### src/rtl/core/plsc_pkg.sv
// Shared types, constants and field widths for the piecewise-linear
// sensor calibration unit. No dependencies.
package plsc_pkg;

    // Default table depth.
    localparam int POINTS_DEF = 19;

    // Field widths of the request and result channels.
    localparam int IDX_W    = 5;
    localparam int CODE_W   = 15;
    localparam int PTEMP_W  = 16;
    localparam int SAMPLE_W = 16;
    localparam int TEMP_W   = 12;
    localparam int STATUS_W = 2;

    // Quotient bits of the rounding divider; the interpolated magnitude never exceeds 2048.
    localparam int QUO_W = 12;

    // Request operation codes.
    localparam logic OP_LOAD    = 1'b0;
    localparam logic OP_CONVERT = 1'b1;

    // Result status codes.
    localparam logic [STATUS_W-1:0] ST_INTERP = 2'd0;
    localparam logic [STATUS_W-1:0] ST_FIRST  = 2'd1;
    localparam logic [STATUS_W-1:0] ST_LAST   = 2'd2;
    localparam logic [STATUS_W-1:0] ST_NONE   = 2'd3;

    localparam logic signed [TEMP_W-1:0] NO_SEG_TEMP = -12'sd999;

    typedef enum logic [2:0] {
        S_IDLE,
        S_CHECK,
        S_SCAN,
        S_MUL1,
        S_MUL2,
        S_SUM,
        S_DIV,
        S_OUT
    } t_state;

    typedef enum logic [1:0] {
        SEL_INTERP,
        SEL_FIRST,
        SEL_LAST,
        SEL_NONE
    } t_res_sel;

    typedef struct packed {
        logic     load;
        logic     capture;
        logic     scan_start;
        logic     rd_en;
        logic     mul_first;
        logic     mul_second;
        logic     sum;
        logic     div_step;
        logic     out_load;
        t_res_sel sel;
    } t_cmd;

    typedef struct packed {
        logic ge_first;
        logic le_last;
        logic hit;
        logic scan_done;
        logic div_last;
        logic out_free;
    } t_stat;

endpackage

### src/rtl/core/plsc_ctrl.sv
// Sequencing state machine of the calibration unit.
// Depends on plsc_pkg for the state, command and status types.
module plsc_ctrl (
    input  logic            i_clk,
    input  logic            i_rst_n,
    input  logic            i_valid,
    input  logic            i_op,
    input  plsc_pkg::t_stat i_stat,
    output logic            o_stall,
    output plsc_pkg::t_cmd  o_cmd
);
    import plsc_pkg::*;

    t_state   r_state;
    t_state   n_state;
    t_res_sel r_sel;
    t_res_sel n_sel;
    logic     accept;

    always_ff @(posedge i_clk) begin
        if (!i_rst_n) begin
            r_state <= S_IDLE;
            r_sel   <= SEL_NONE;
        end else begin
            r_state <= n_state;
            r_sel   <= n_sel;
        end
    end

    always_comb begin
        n_state = r_state;
        n_sel   = r_sel;
        o_cmd   = '0;
        o_cmd.sel = r_sel;
        o_stall = (r_state != S_IDLE);
        accept  = i_valid && !o_stall;
        case (r_state)
            S_IDLE: begin
                if (accept) begin
                    if (i_op == OP_LOAD) begin
                        o_cmd.load = 1'b1;
                    end else begin
                        o_cmd.capture = 1'b1;
                        n_state = S_CHECK;
                    end
                end
            end
            S_CHECK: begin
                o_cmd.scan_start = 1'b1;
                if (i_stat.ge_first) begin
                    n_sel   = SEL_FIRST;
                    n_state = S_OUT;
                end else if (i_stat.le_last) begin
                    n_sel   = SEL_LAST;
                    n_state = S_OUT;
                end else begin
                    n_state = S_SCAN;
                end
            end
            S_SCAN: begin
                if (i_stat.hit) begin
                    n_state = S_MUL1;
                end else if (i_stat.scan_done) begin
                    n_sel   = SEL_NONE;
                    n_state = S_OUT;
                end else begin
                    o_cmd.rd_en = 1'b1;
                end
            end
            S_MUL1: begin
                o_cmd.mul_first = 1'b1;
                n_state = S_MUL2;
            end
            S_MUL2: begin
                o_cmd.mul_second = 1'b1;
                n_state = S_SUM;
            end
            S_SUM: begin
                o_cmd.sum = 1'b1;
                n_state = S_DIV;
            end
            S_DIV: begin
                o_cmd.div_step = 1'b1;
                if (i_stat.div_last) begin
                    n_sel   = SEL_INTERP;
                    n_state = S_OUT;
                end
            end
            S_OUT: begin
                if (i_stat.out_free) begin
                    o_cmd.out_load = 1'b1;
                    n_state = S_IDLE;
                end
            end
            default: begin
                n_state = S_IDLE;
            end
        endcase
    end

endmodule

### src/rtl/core/plsc_dpath.sv
// Datapath of the calibration unit: table memory, segment search registers,
// shared multiplier, restoring divider and result register. Depends on plsc_pkg.
module plsc_dpath #(
    parameter int POINTS = plsc_pkg::POINTS_DEF
) (
    input  logic                                 i_clk,
    input  logic                                 i_rst_n,
    input  plsc_pkg::t_cmd                       i_cmd,
    output plsc_pkg::t_stat                      o_stat,
    input  logic [plsc_pkg::IDX_W-1:0]           i_point_index,
    input  logic [plsc_pkg::CODE_W-1:0]          i_point_code,
    input  logic signed [plsc_pkg::PTEMP_W-1:0]  i_point_temp,
    input  logic signed [plsc_pkg::SAMPLE_W-1:0] i_sample_code,
    input  logic                                 i_stall,
    output logic                                 o_valid,
    output logic signed [plsc_pkg::TEMP_W-1:0]   o_temperature,
    output logic [plsc_pkg::STATUS_W-1:0]        o_status
);
    import plsc_pkg::*;

    localparam int AW     = (POINTS > 1) ? $clog2(POINTS) : 1;
    localparam int PW     = $clog2(POINTS + 1);
    localparam int WORD_W = CODE_W + PTEMP_W;
    localparam int RW     = 34;
    localparam int CW     = $clog2(QUO_W);
    localparam int XW     = SAMPLE_W + 1;
    localparam logic signed [TEMP_W-1:0] TEMP_MAX = {1'b0, {(TEMP_W-1){1'b1}}};
    localparam logic signed [TEMP_W-1:0] TEMP_MIN = {1'b1, {(TEMP_W-1){1'b0}}};

    function automatic logic signed [TEMP_W-1:0] trunc16(input logic signed [PTEMP_W-1:0] t);
        logic signed [PTEMP_W:0] b;
        b = {t[PTEMP_W-1], t} + (t[PTEMP_W-1] ? (PTEMP_W+1)'(15) : '0);
        return b[TEMP_W+3:4];
    endfunction

    // Table storage; valid bits make never-written entries read as zero.
    logic [WORD_W-1:0]         r_mem [POINTS];
    logic [POINTS-1:0]         r_vld;
    logic [WORD_W-1:0]         r_rd_word;
    logic                      r_rd_vld;
    logic [PW-1:0]             r_ptr;
    logic                      r_pair_ok;
    logic [CODE_W-1:0]         r_prev_v;
    logic signed [PTEMP_W-1:0] r_prev_t;
    logic signed [SAMPLE_W-1:0] r_x;
    logic [CODE_W-1:0]         r_v0;
    logic [CODE_W-1:0]         r_vl;
    logic signed [PTEMP_W-1:0] r_t0;
    logic signed [PTEMP_W-1:0] r_tl;
    logic signed [32:0]        r_p1;
    logic signed [32:0]        r_p2;
    logic [CODE_W-1:0]         r_den;
    logic [RW-1:0]             r_rem;
    logic [RW-1:0]             r_dsr;
    logic [QUO_W-1:0]          r_q;
    logic                      r_neg;
    logic [CW-1:0]             r_div_cnt;
    logic                      r_out_vld;
    logic signed [TEMP_W-1:0]  r_out_temp;
    logic [STATUS_W-1:0]       r_out_status;

    logic                      wr_ok;
    logic [AW-1:0]             wr_addr;
    logic                      rd_go;
    logic [CODE_W-1:0]         cur_v;
    logic signed [PTEMP_W-1:0] cur_t;
    logic signed [XW-1:0]      xs;
    logic [CODE_W-1:0]         den;
    logic [SAMPLE_W-1:0]       dvx;
    logic signed [PTEMP_W:0]   mul_a;
    logic signed [SAMPLE_W-1:0] mul_b;
    logic signed [32:0]        prod;
    logic signed [RW-1:0]      num;
    logic [RW-1:0]             mag;
    logic [TEMP_W:0]           neg_q;
    logic signed [TEMP_W-1:0]  interp_t;

    assign wr_ok   = i_cmd.load && (32'(i_point_index) < 32'(POINTS));
    assign wr_addr = AW'(i_point_index);
    assign rd_go   = i_cmd.rd_en && (r_ptr != PW'(POINTS));

    assign cur_v = r_rd_vld ? r_rd_word[WORD_W-1:PTEMP_W] : '0;
    assign cur_t = r_rd_vld ? signed'(r_rd_word[PTEMP_W-1:0]) : '0;
    assign xs    = {r_x[SAMPLE_W-1], r_x};

    // Memory write and registered read.
    always_ff @(posedge i_clk) begin
        if (wr_ok) begin
            r_mem[wr_addr] <= {i_point_code, i_point_temp};
        end
        if (rd_go) begin
            r_rd_word <= r_mem[r_ptr[AW-1:0]];
        end
    end

    always_ff @(posedge i_clk) begin
        if (!i_rst_n) begin
            r_vld     <= '0;
            r_rd_vld  <= 1'b0;
            r_ptr     <= '0;
            r_pair_ok <= 1'b0;
            r_v0      <= '0;
            r_t0      <= '0;
            r_vl      <= '0;
            r_tl      <= '0;
            r_div_cnt <= '0;
            r_out_vld <= 1'b0;
        end else begin
            if (wr_ok) begin
                r_vld[wr_addr] <= 1'b1;
                if (i_point_index == '0) begin
                    r_v0 <= i_point_code;
                    r_t0 <= i_point_temp;
                end
                if (32'(i_point_index) == 32'(POINTS - 1)) begin
                    r_vl <= i_point_code;
                    r_tl <= i_point_temp;
                end
            end
            if (i_cmd.scan_start) begin
                r_ptr     <= '0;
                r_pair_ok <= 1'b0;
            end else if (rd_go) begin
                r_ptr     <= r_ptr + 1'b1;
                r_pair_ok <= (r_ptr != '0);
                r_rd_vld  <= r_vld[r_ptr[AW-1:0]];
            end
            if (i_cmd.sum) begin
                r_div_cnt <= '0;
            end else if (i_cmd.div_step) begin
                r_div_cnt <= r_div_cnt + 1'b1;
            end
            if (i_cmd.out_load) begin
                r_out_vld <= 1'b1;
            end else if (!i_stall) begin
                r_out_vld <= 1'b0;
            end
        end
    end

    // Segment arithmetic on the pair held in r_prev and the read register.
    assign den   = r_prev_v - cur_v;
    assign dvx   = {1'b0, r_prev_v} - r_x;
    assign mul_a = i_cmd.mul_second ? ({cur_t[PTEMP_W-1], cur_t} - {r_prev_t[PTEMP_W-1], r_prev_t})
                                    : {r_prev_t[PTEMP_W-1], r_prev_t};
    assign mul_b = i_cmd.mul_second ? signed'(dvx) : signed'({1'b0, den});
    assign prod  = mul_a * mul_b;
    assign num   = {r_p1[32], r_p1} + {r_p2[32], r_p2};
    assign mag   = num[RW-1] ? RW'(-num) : RW'(num);

    always_ff @(posedge i_clk) begin
        if (i_cmd.capture) begin
            r_x <= i_sample_code;
        end
        if (rd_go) begin
            r_prev_v <= cur_v;
            r_prev_t <= cur_t;
        end
        if (i_cmd.mul_first) begin
            r_p1  <= prod;
            r_den <= den;
        end
        if (i_cmd.mul_second) begin
            r_p2 <= prod;
        end
        if (i_cmd.sum) begin
            // Round half away from zero: (2|num| + 16den) / (32den).
            r_neg <= num[RW-1];
            r_rem <= {mag[RW-2:0], 1'b0} + (RW'(r_den) << 4);
            r_dsr <= RW'(r_den) << (QUO_W + 4);
            r_q   <= '0;
        end else if (i_cmd.div_step) begin
            if (r_rem >= r_dsr) begin
                r_rem <= r_rem - r_dsr;
                r_q   <= {r_q[QUO_W-2:0], 1'b1};
            end else begin
                r_q   <= {r_q[QUO_W-2:0], 1'b0};
            end
            r_dsr <= r_dsr >> 1;
        end
    end

    assign neg_q = -{1'b0, r_q};

    always_comb begin
        if (!r_neg) begin
            interp_t = r_q[QUO_W-1] ? TEMP_MAX : signed'(r_q);
        end else begin
            interp_t = (r_q[QUO_W-1] && (|r_q[QUO_W-2:0])) ? TEMP_MIN
                                                           : signed'(neg_q[TEMP_W-1:0]);
        end
    end

    always_ff @(posedge i_clk) begin
        if (i_cmd.out_load) begin
            case (i_cmd.sel)
                SEL_FIRST: begin
                    r_out_temp   <= trunc16(r_t0);
                    r_out_status <= ST_FIRST;
                end
                SEL_LAST: begin
                    r_out_temp   <= trunc16(r_tl);
                    r_out_status <= ST_LAST;
                end
                SEL_INTERP: begin
                    r_out_temp   <= interp_t;
                    r_out_status <= ST_INTERP;
                end
                default: begin
                    r_out_temp   <= NO_SEG_TEMP;
                    r_out_status <= ST_NONE;
                end
            endcase
        end
    end

    always_comb begin
        o_stat.ge_first  = xs >= signed'({2'b00, r_v0});
        o_stat.le_last   = xs <= signed'({2'b00, r_vl});
        o_stat.hit       = r_pair_ok && (xs <= signed'({2'b00, r_prev_v}))
                                     && (xs > signed'({2'b00, cur_v}));
        o_stat.scan_done = r_pair_ok && (r_ptr == PW'(POINTS));
        o_stat.div_last  = (r_div_cnt == CW'(QUO_W - 1));
        o_stat.out_free  = !r_out_vld || !i_stall;
    end

    assign o_valid       = r_out_vld;
    assign o_temperature = r_out_temp;
    assign o_status      = r_out_status;

endmodule

### src/rtl/core/piecewise_linear_sensor_calibration_unit.sv
// Top level of the piecewise-linear sensor calibration unit.
// Depends on plsc_pkg, plsc_ctrl and plsc_dpath.
//
//   Channel   Direction  Handshake            Payload
//   request   in         i_valid / o_stall    i_op, i_point_index, i_point_code,
//                                             i_point_temp, i_sample_code
//   result    out        o_valid / i_stall    o_temperature, o_status
//
// A load request writes one table entry when i_point_index is below POINTS; it gives no result.
// A convert request that clamps at either end of the table goes straight from the range
// check to the output register. One that interpolates runs a serial segment search that
// reads one table entry per cycle from the table memory, then two products on the shared
// multiplier, their sum and twelve divider steps follow.
// Synchronous active-low reset clears the table to zeros through per-entry valid bits,
// with no clearing pass. The block takes the next request while a finished result
// still waits in the output register under i_stall.
module piecewise_linear_sensor_calibration_unit #(
    parameter int POINTS = plsc_pkg::POINTS_DEF
) (
    input  logic                                 i_clk,
    input  logic                                 i_rst_n,
    input  logic                                 i_valid,
    output logic                                 o_stall,
    input  logic                                 i_op,
    input  logic [plsc_pkg::IDX_W-1:0]           i_point_index,
    input  logic [plsc_pkg::CODE_W-1:0]          i_point_code,
    input  logic signed [plsc_pkg::PTEMP_W-1:0]  i_point_temp,
    input  logic signed [plsc_pkg::SAMPLE_W-1:0] i_sample_code,
    output logic                                 o_valid,
    input  logic                                 i_stall,
    output logic signed [plsc_pkg::TEMP_W-1:0]   o_temperature,
    output logic [plsc_pkg::STATUS_W-1:0]        o_status
);
    import plsc_pkg::*;

    // The controller sequences each request; the datapath holds every table
    // entry, the search registers, the arithmetic and the result register.
    t_cmd  cmd;
    t_stat stat;

    plsc_ctrl u_ctrl (
        .i_clk   (i_clk),
        .i_rst_n (i_rst_n),
        .i_valid (i_valid),
        .i_op    (i_op),
        .i_stat  (stat),
        .o_stall (o_stall),
        .o_cmd   (cmd)
    );

    plsc_dpath #(
        .POINTS (POINTS)
    ) u_dpath (
        .i_clk         (i_clk),
        .i_rst_n       (i_rst_n),
        .i_cmd         (cmd),
        .o_stat        (stat),
        .i_point_index (i_point_index),
        .i_point_code  (i_point_code),
        .i_point_temp  (i_point_temp),
        .i_sample_code (i_sample_code),
        .i_stall       (i_stall),
        .o_valid       (o_valid),
        .o_temperature (o_temperature),
        .o_status      (o_status)
    );

endmodule

### config.mk
export PLATFORM = sky130hd
export DESIGN_NAME = piecewise_linear_sensor_calibration_unit
export DESIGN_NICKNAME = d
export VERILOG_FILES = /design/src/rtl/core/plsc_pkg.sv /design/src/rtl/core/plsc_ctrl.sv /design/src/rtl/core/plsc_dpath.sv /design/src/rtl/core/piecewise_linear_sensor_calibration_unit.sv
export SDC_FILE = /design/constraint.sdc
export NUM_CORES = 2
export LEC_CHECK = 0
export BUFFER_PORTS_ARGS = -buffer_cell sky130_fd_sc_hd__buf_2
export CORE_UTILIZATION = 55
export DETAILED_ROUTE_END_ITERATION = 12
export PLACE_DENSITY = 0.71
export SYNTH_ARGS = -nofsm -noshare
export SYNTH_HDL_FRONTEND = slang
export SYNTH_HIERARCHICAL = 1
export SYNTH_SLANG_ARGS = --single-unit
### constraint.sdc
create_clock -name i_clk -period 30.1 [get_ports i_clk]
set_clock_uncertainty 0.15 [all_clocks]
set_input_delay 6.02 -clock i_clk [delete_from_list [all_inputs] [get_ports i_clk]]
set_output_delay 6.02 -clock i_clk [all_outputs]
set_load 0.1 [all_outputs]
==> metrics <==
pre-CTS WS 19.76 ns; Core ar. 99000 sq um; detailed placer's ending HPWL 91500 um; GRT met2 Usage 0.435; WP data arrival 10.77 ns; Primary FF master, synth edfxtp_1; R2R depth 36; vias in the first global route 35542; Synth Instances 4512; synthesized area 55300 sq um; drt total wl about 130000 um; Die Footprint 102000 sq um; GR Util met1 0.361; met3 usage 0.0425; crit path buf inv count 2; crit start category flip-flop; global route total overflow 0; crit-path leading delay family compound AO/OA/AOI/OAI gates; RR Startpoint u_dpath/r_rd_vld; io pins 73; global-route wire length before repair 207000 um; layout cells sized above 1 0.124; Slowest cell on crit path dfxtp_1; cts bufs inserted 97; clock buffer depth 3; TritonCTS clock tree built; number of synthesized flops with an enable pin 812; worst flop-to-flop path endpoint u_dpath/r_p1[30]; CP required 30.33 ns; # fillers 7615; Num Clock Sinks about 940; unrepaired setup endpoints after global routing no; register bit total from synthesis 938; GRT Total Usage 0.266; flop2flop setup slack 19.56 ns; Syn Area/Cell 12.3 sq um; CP max stage delay around 0.88 ns; die width 319 um; Least-Margin Pin Slew 1.23 ns; Die H 319 um; final setup violation count 0; top-area cell type share of the netlist area 0.441; area leader, netlist edfxtp_1; Min-Delay Path Depth 1; Clk Tree Root Cell clkbuf_16; Slew HR 0.158; maximum capacitance violations 0; sequential area share after synthesis 0.487; Max Slew Vio Count 0; Antenna Nets Post-Route 0; H-tree depth 3; worst hold start u_dpath/r_vld[3]; Warnings, synthesis 6; leading cell types in the layout, fill and taps excluded edfxtp_1, inv_1, nand2_1, fa_1, nor2_1; Synth cell types slightly above 100; total nets after synthesis 5132; most common cell after layout, fill and taps aside edfxtp_1; post-CTS setup repair buffer count 0; initial antenna violation count 6; Worst Setup End Kind flip-flop; IO Port Bufs about 70; Max Clock Freq 94.9 MHz; worst min path class reg -> reg; CP dominant cell by count o21ai_0; DRC viols 0; # nets final 5202; Hold Path End u_dpath/r_vld[3]; kind of critical path reg -> reg; hold_buf cts 0; Layout area overhead 9.85%; largest net degree at the start of global routing 88; Placer Congestion 0.993; critical path fanouts, max 32; Initial DRC Count about 3300; worst setup margin 19.56 ns; vias per cell between 5 and 6; setup TNS 0 ns; num rows 115; post-layout min period ~11 ns; Final Hold Vio Count 0; Vias 35629; final worst path period share 0.350; latest clock arrival within the worst-skew pair about 0.71 ns; Area contributors post-synth edfxtp_1, fa_1, mux4_2; Synth async-reset ratio 0; Most Used Layer, Global Route met2; post-cts sizing count 0; status complete, no violations; initial core utilization 0.558; Pre-antenna DRT Iters 6; Clock Pin Slew Worst Setup and Hold Paths 0.06 ns; post-DR wirelength/cell approximately 22 um
## state kept, by name (all words and copies together) (netlist names), 16 cells and up
| register | cells |
|---|---|
| u_dpath/r_dsr | 31 |
| u_dpath/r_mem | 589 |
| u_dpath/r_p1 | 33 |
| u_dpath/r_p2 | 33 |
| u_dpath/r_prev_t | 16 |
| u_dpath/r_rd_word | 31 |
| u_dpath/r_rem | 34 |
| u_dpath/r_t0 | 16 |
| u_dpath/r_tl | 16 |
| u_dpath/r_vld | 19 |
| u_dpath/r_x | 16 |
## per-stage QoR
stage | utilization | cells | hold slack, ns | cell area (sq um)
floorplan | - | 4512 | 0.285 | 55300
global placement | 0.578 | 5770 | 0.292 | 57300
detailed placement | 0.578 | 5770 | 0.299 | 57300
CTS | 0.613 | 5953 | 0.313 | 60700
global route | 0.613 | 5953 | 0.327 | 60700
finish | 0.613 | 5955 | 0.312 | 60700
## cells in the mapped netlist, drive strengths merged, types with 45 or more instances
| library cell | number |
|---|---|
| clkbuf | 121 |
| mux2i | 77 |
| fa | 283 |
| a21boi | 92 |
| xnor2 | 119 |
| o21a | 49 |
| o21ai | 184 |
| edfxtp | 812 |
| xor2 | 64 |
| nand2 | 459 |
| nor3 | 45 |
| mux4 | 160 |
| dfxtp | 126 |
| nor2 | 301 |
| inv | 525 |
| a21o | 60 |
| a21oi | 170 |
| ha | 280 |
| mux2 | 46 |
## per-layer routing
layer  vias to the layer above  share of wire
met5                         -        0.00028
met4                         6          0.037
met1                     17759           0.41
met3                       274          0.076
met2                      1371           0.47
li1                      16219              -
## final cells by class
type | count | area, sq um | area share
Antenna cell | 2 | 5.00 | 0.0000824
Clock buffer | 118 | 2610 | 0.0430
Clock inverter | 65 | 852 | 0.0140
Inverter | 526 | 1970 | 0.0325
Multi-Input combinational cell | 2887 | 25900 | 0.427
Sequential cell | 938 | 26900 | 0.443
Tap cell | 1287 | 1610 | 0.0265
Timing Repair Buffer | 132 | 811 | 0.0134
## cell families (layout without fill, tap and decap cells)
group / count (synthesis) / in the layout / share of synthesized area
and+or+nand+nor: 1089 / 1089 / 0.0902
DFF: 938 / 938 / 0.487
other: 0 / 2 / 0
AOI/OAI and AO/OA: 769 / 769 / 0.0924
xor gates and xnor gates: 183 / 183 / 0.0293
buffers and inverters: 687 / 841 / 0.0470
adders and majority gates: 563 / 563 / 0.166
muxes: 283 / 283 / 0.0885
## how the worst max path moves through the flow
stage                           startpoint                to  depth (start not counted)
after floorplan           u_dpath/r_rd_vld  u_dpath/r_p1[32]                         40
after global placement    u_dpath/r_rd_vld  u_dpath/r_p1[32]                         35
after detailed placement  u_dpath/r_rd_vld  u_dpath/r_p1[30]                         36
after CTS                 u_dpath/r_rd_vld  u_dpath/r_p1[30]                         36
after global routing      u_dpath/r_rd_vld  u_dpath/r_p1[30]                         36
final                     u_dpath/r_rd_vld  u_dpath/r_p1[30]                         36
Power is not shown: default switching activity piles up to over one toggle a cycle in this logic, so the estimate is an artifact.
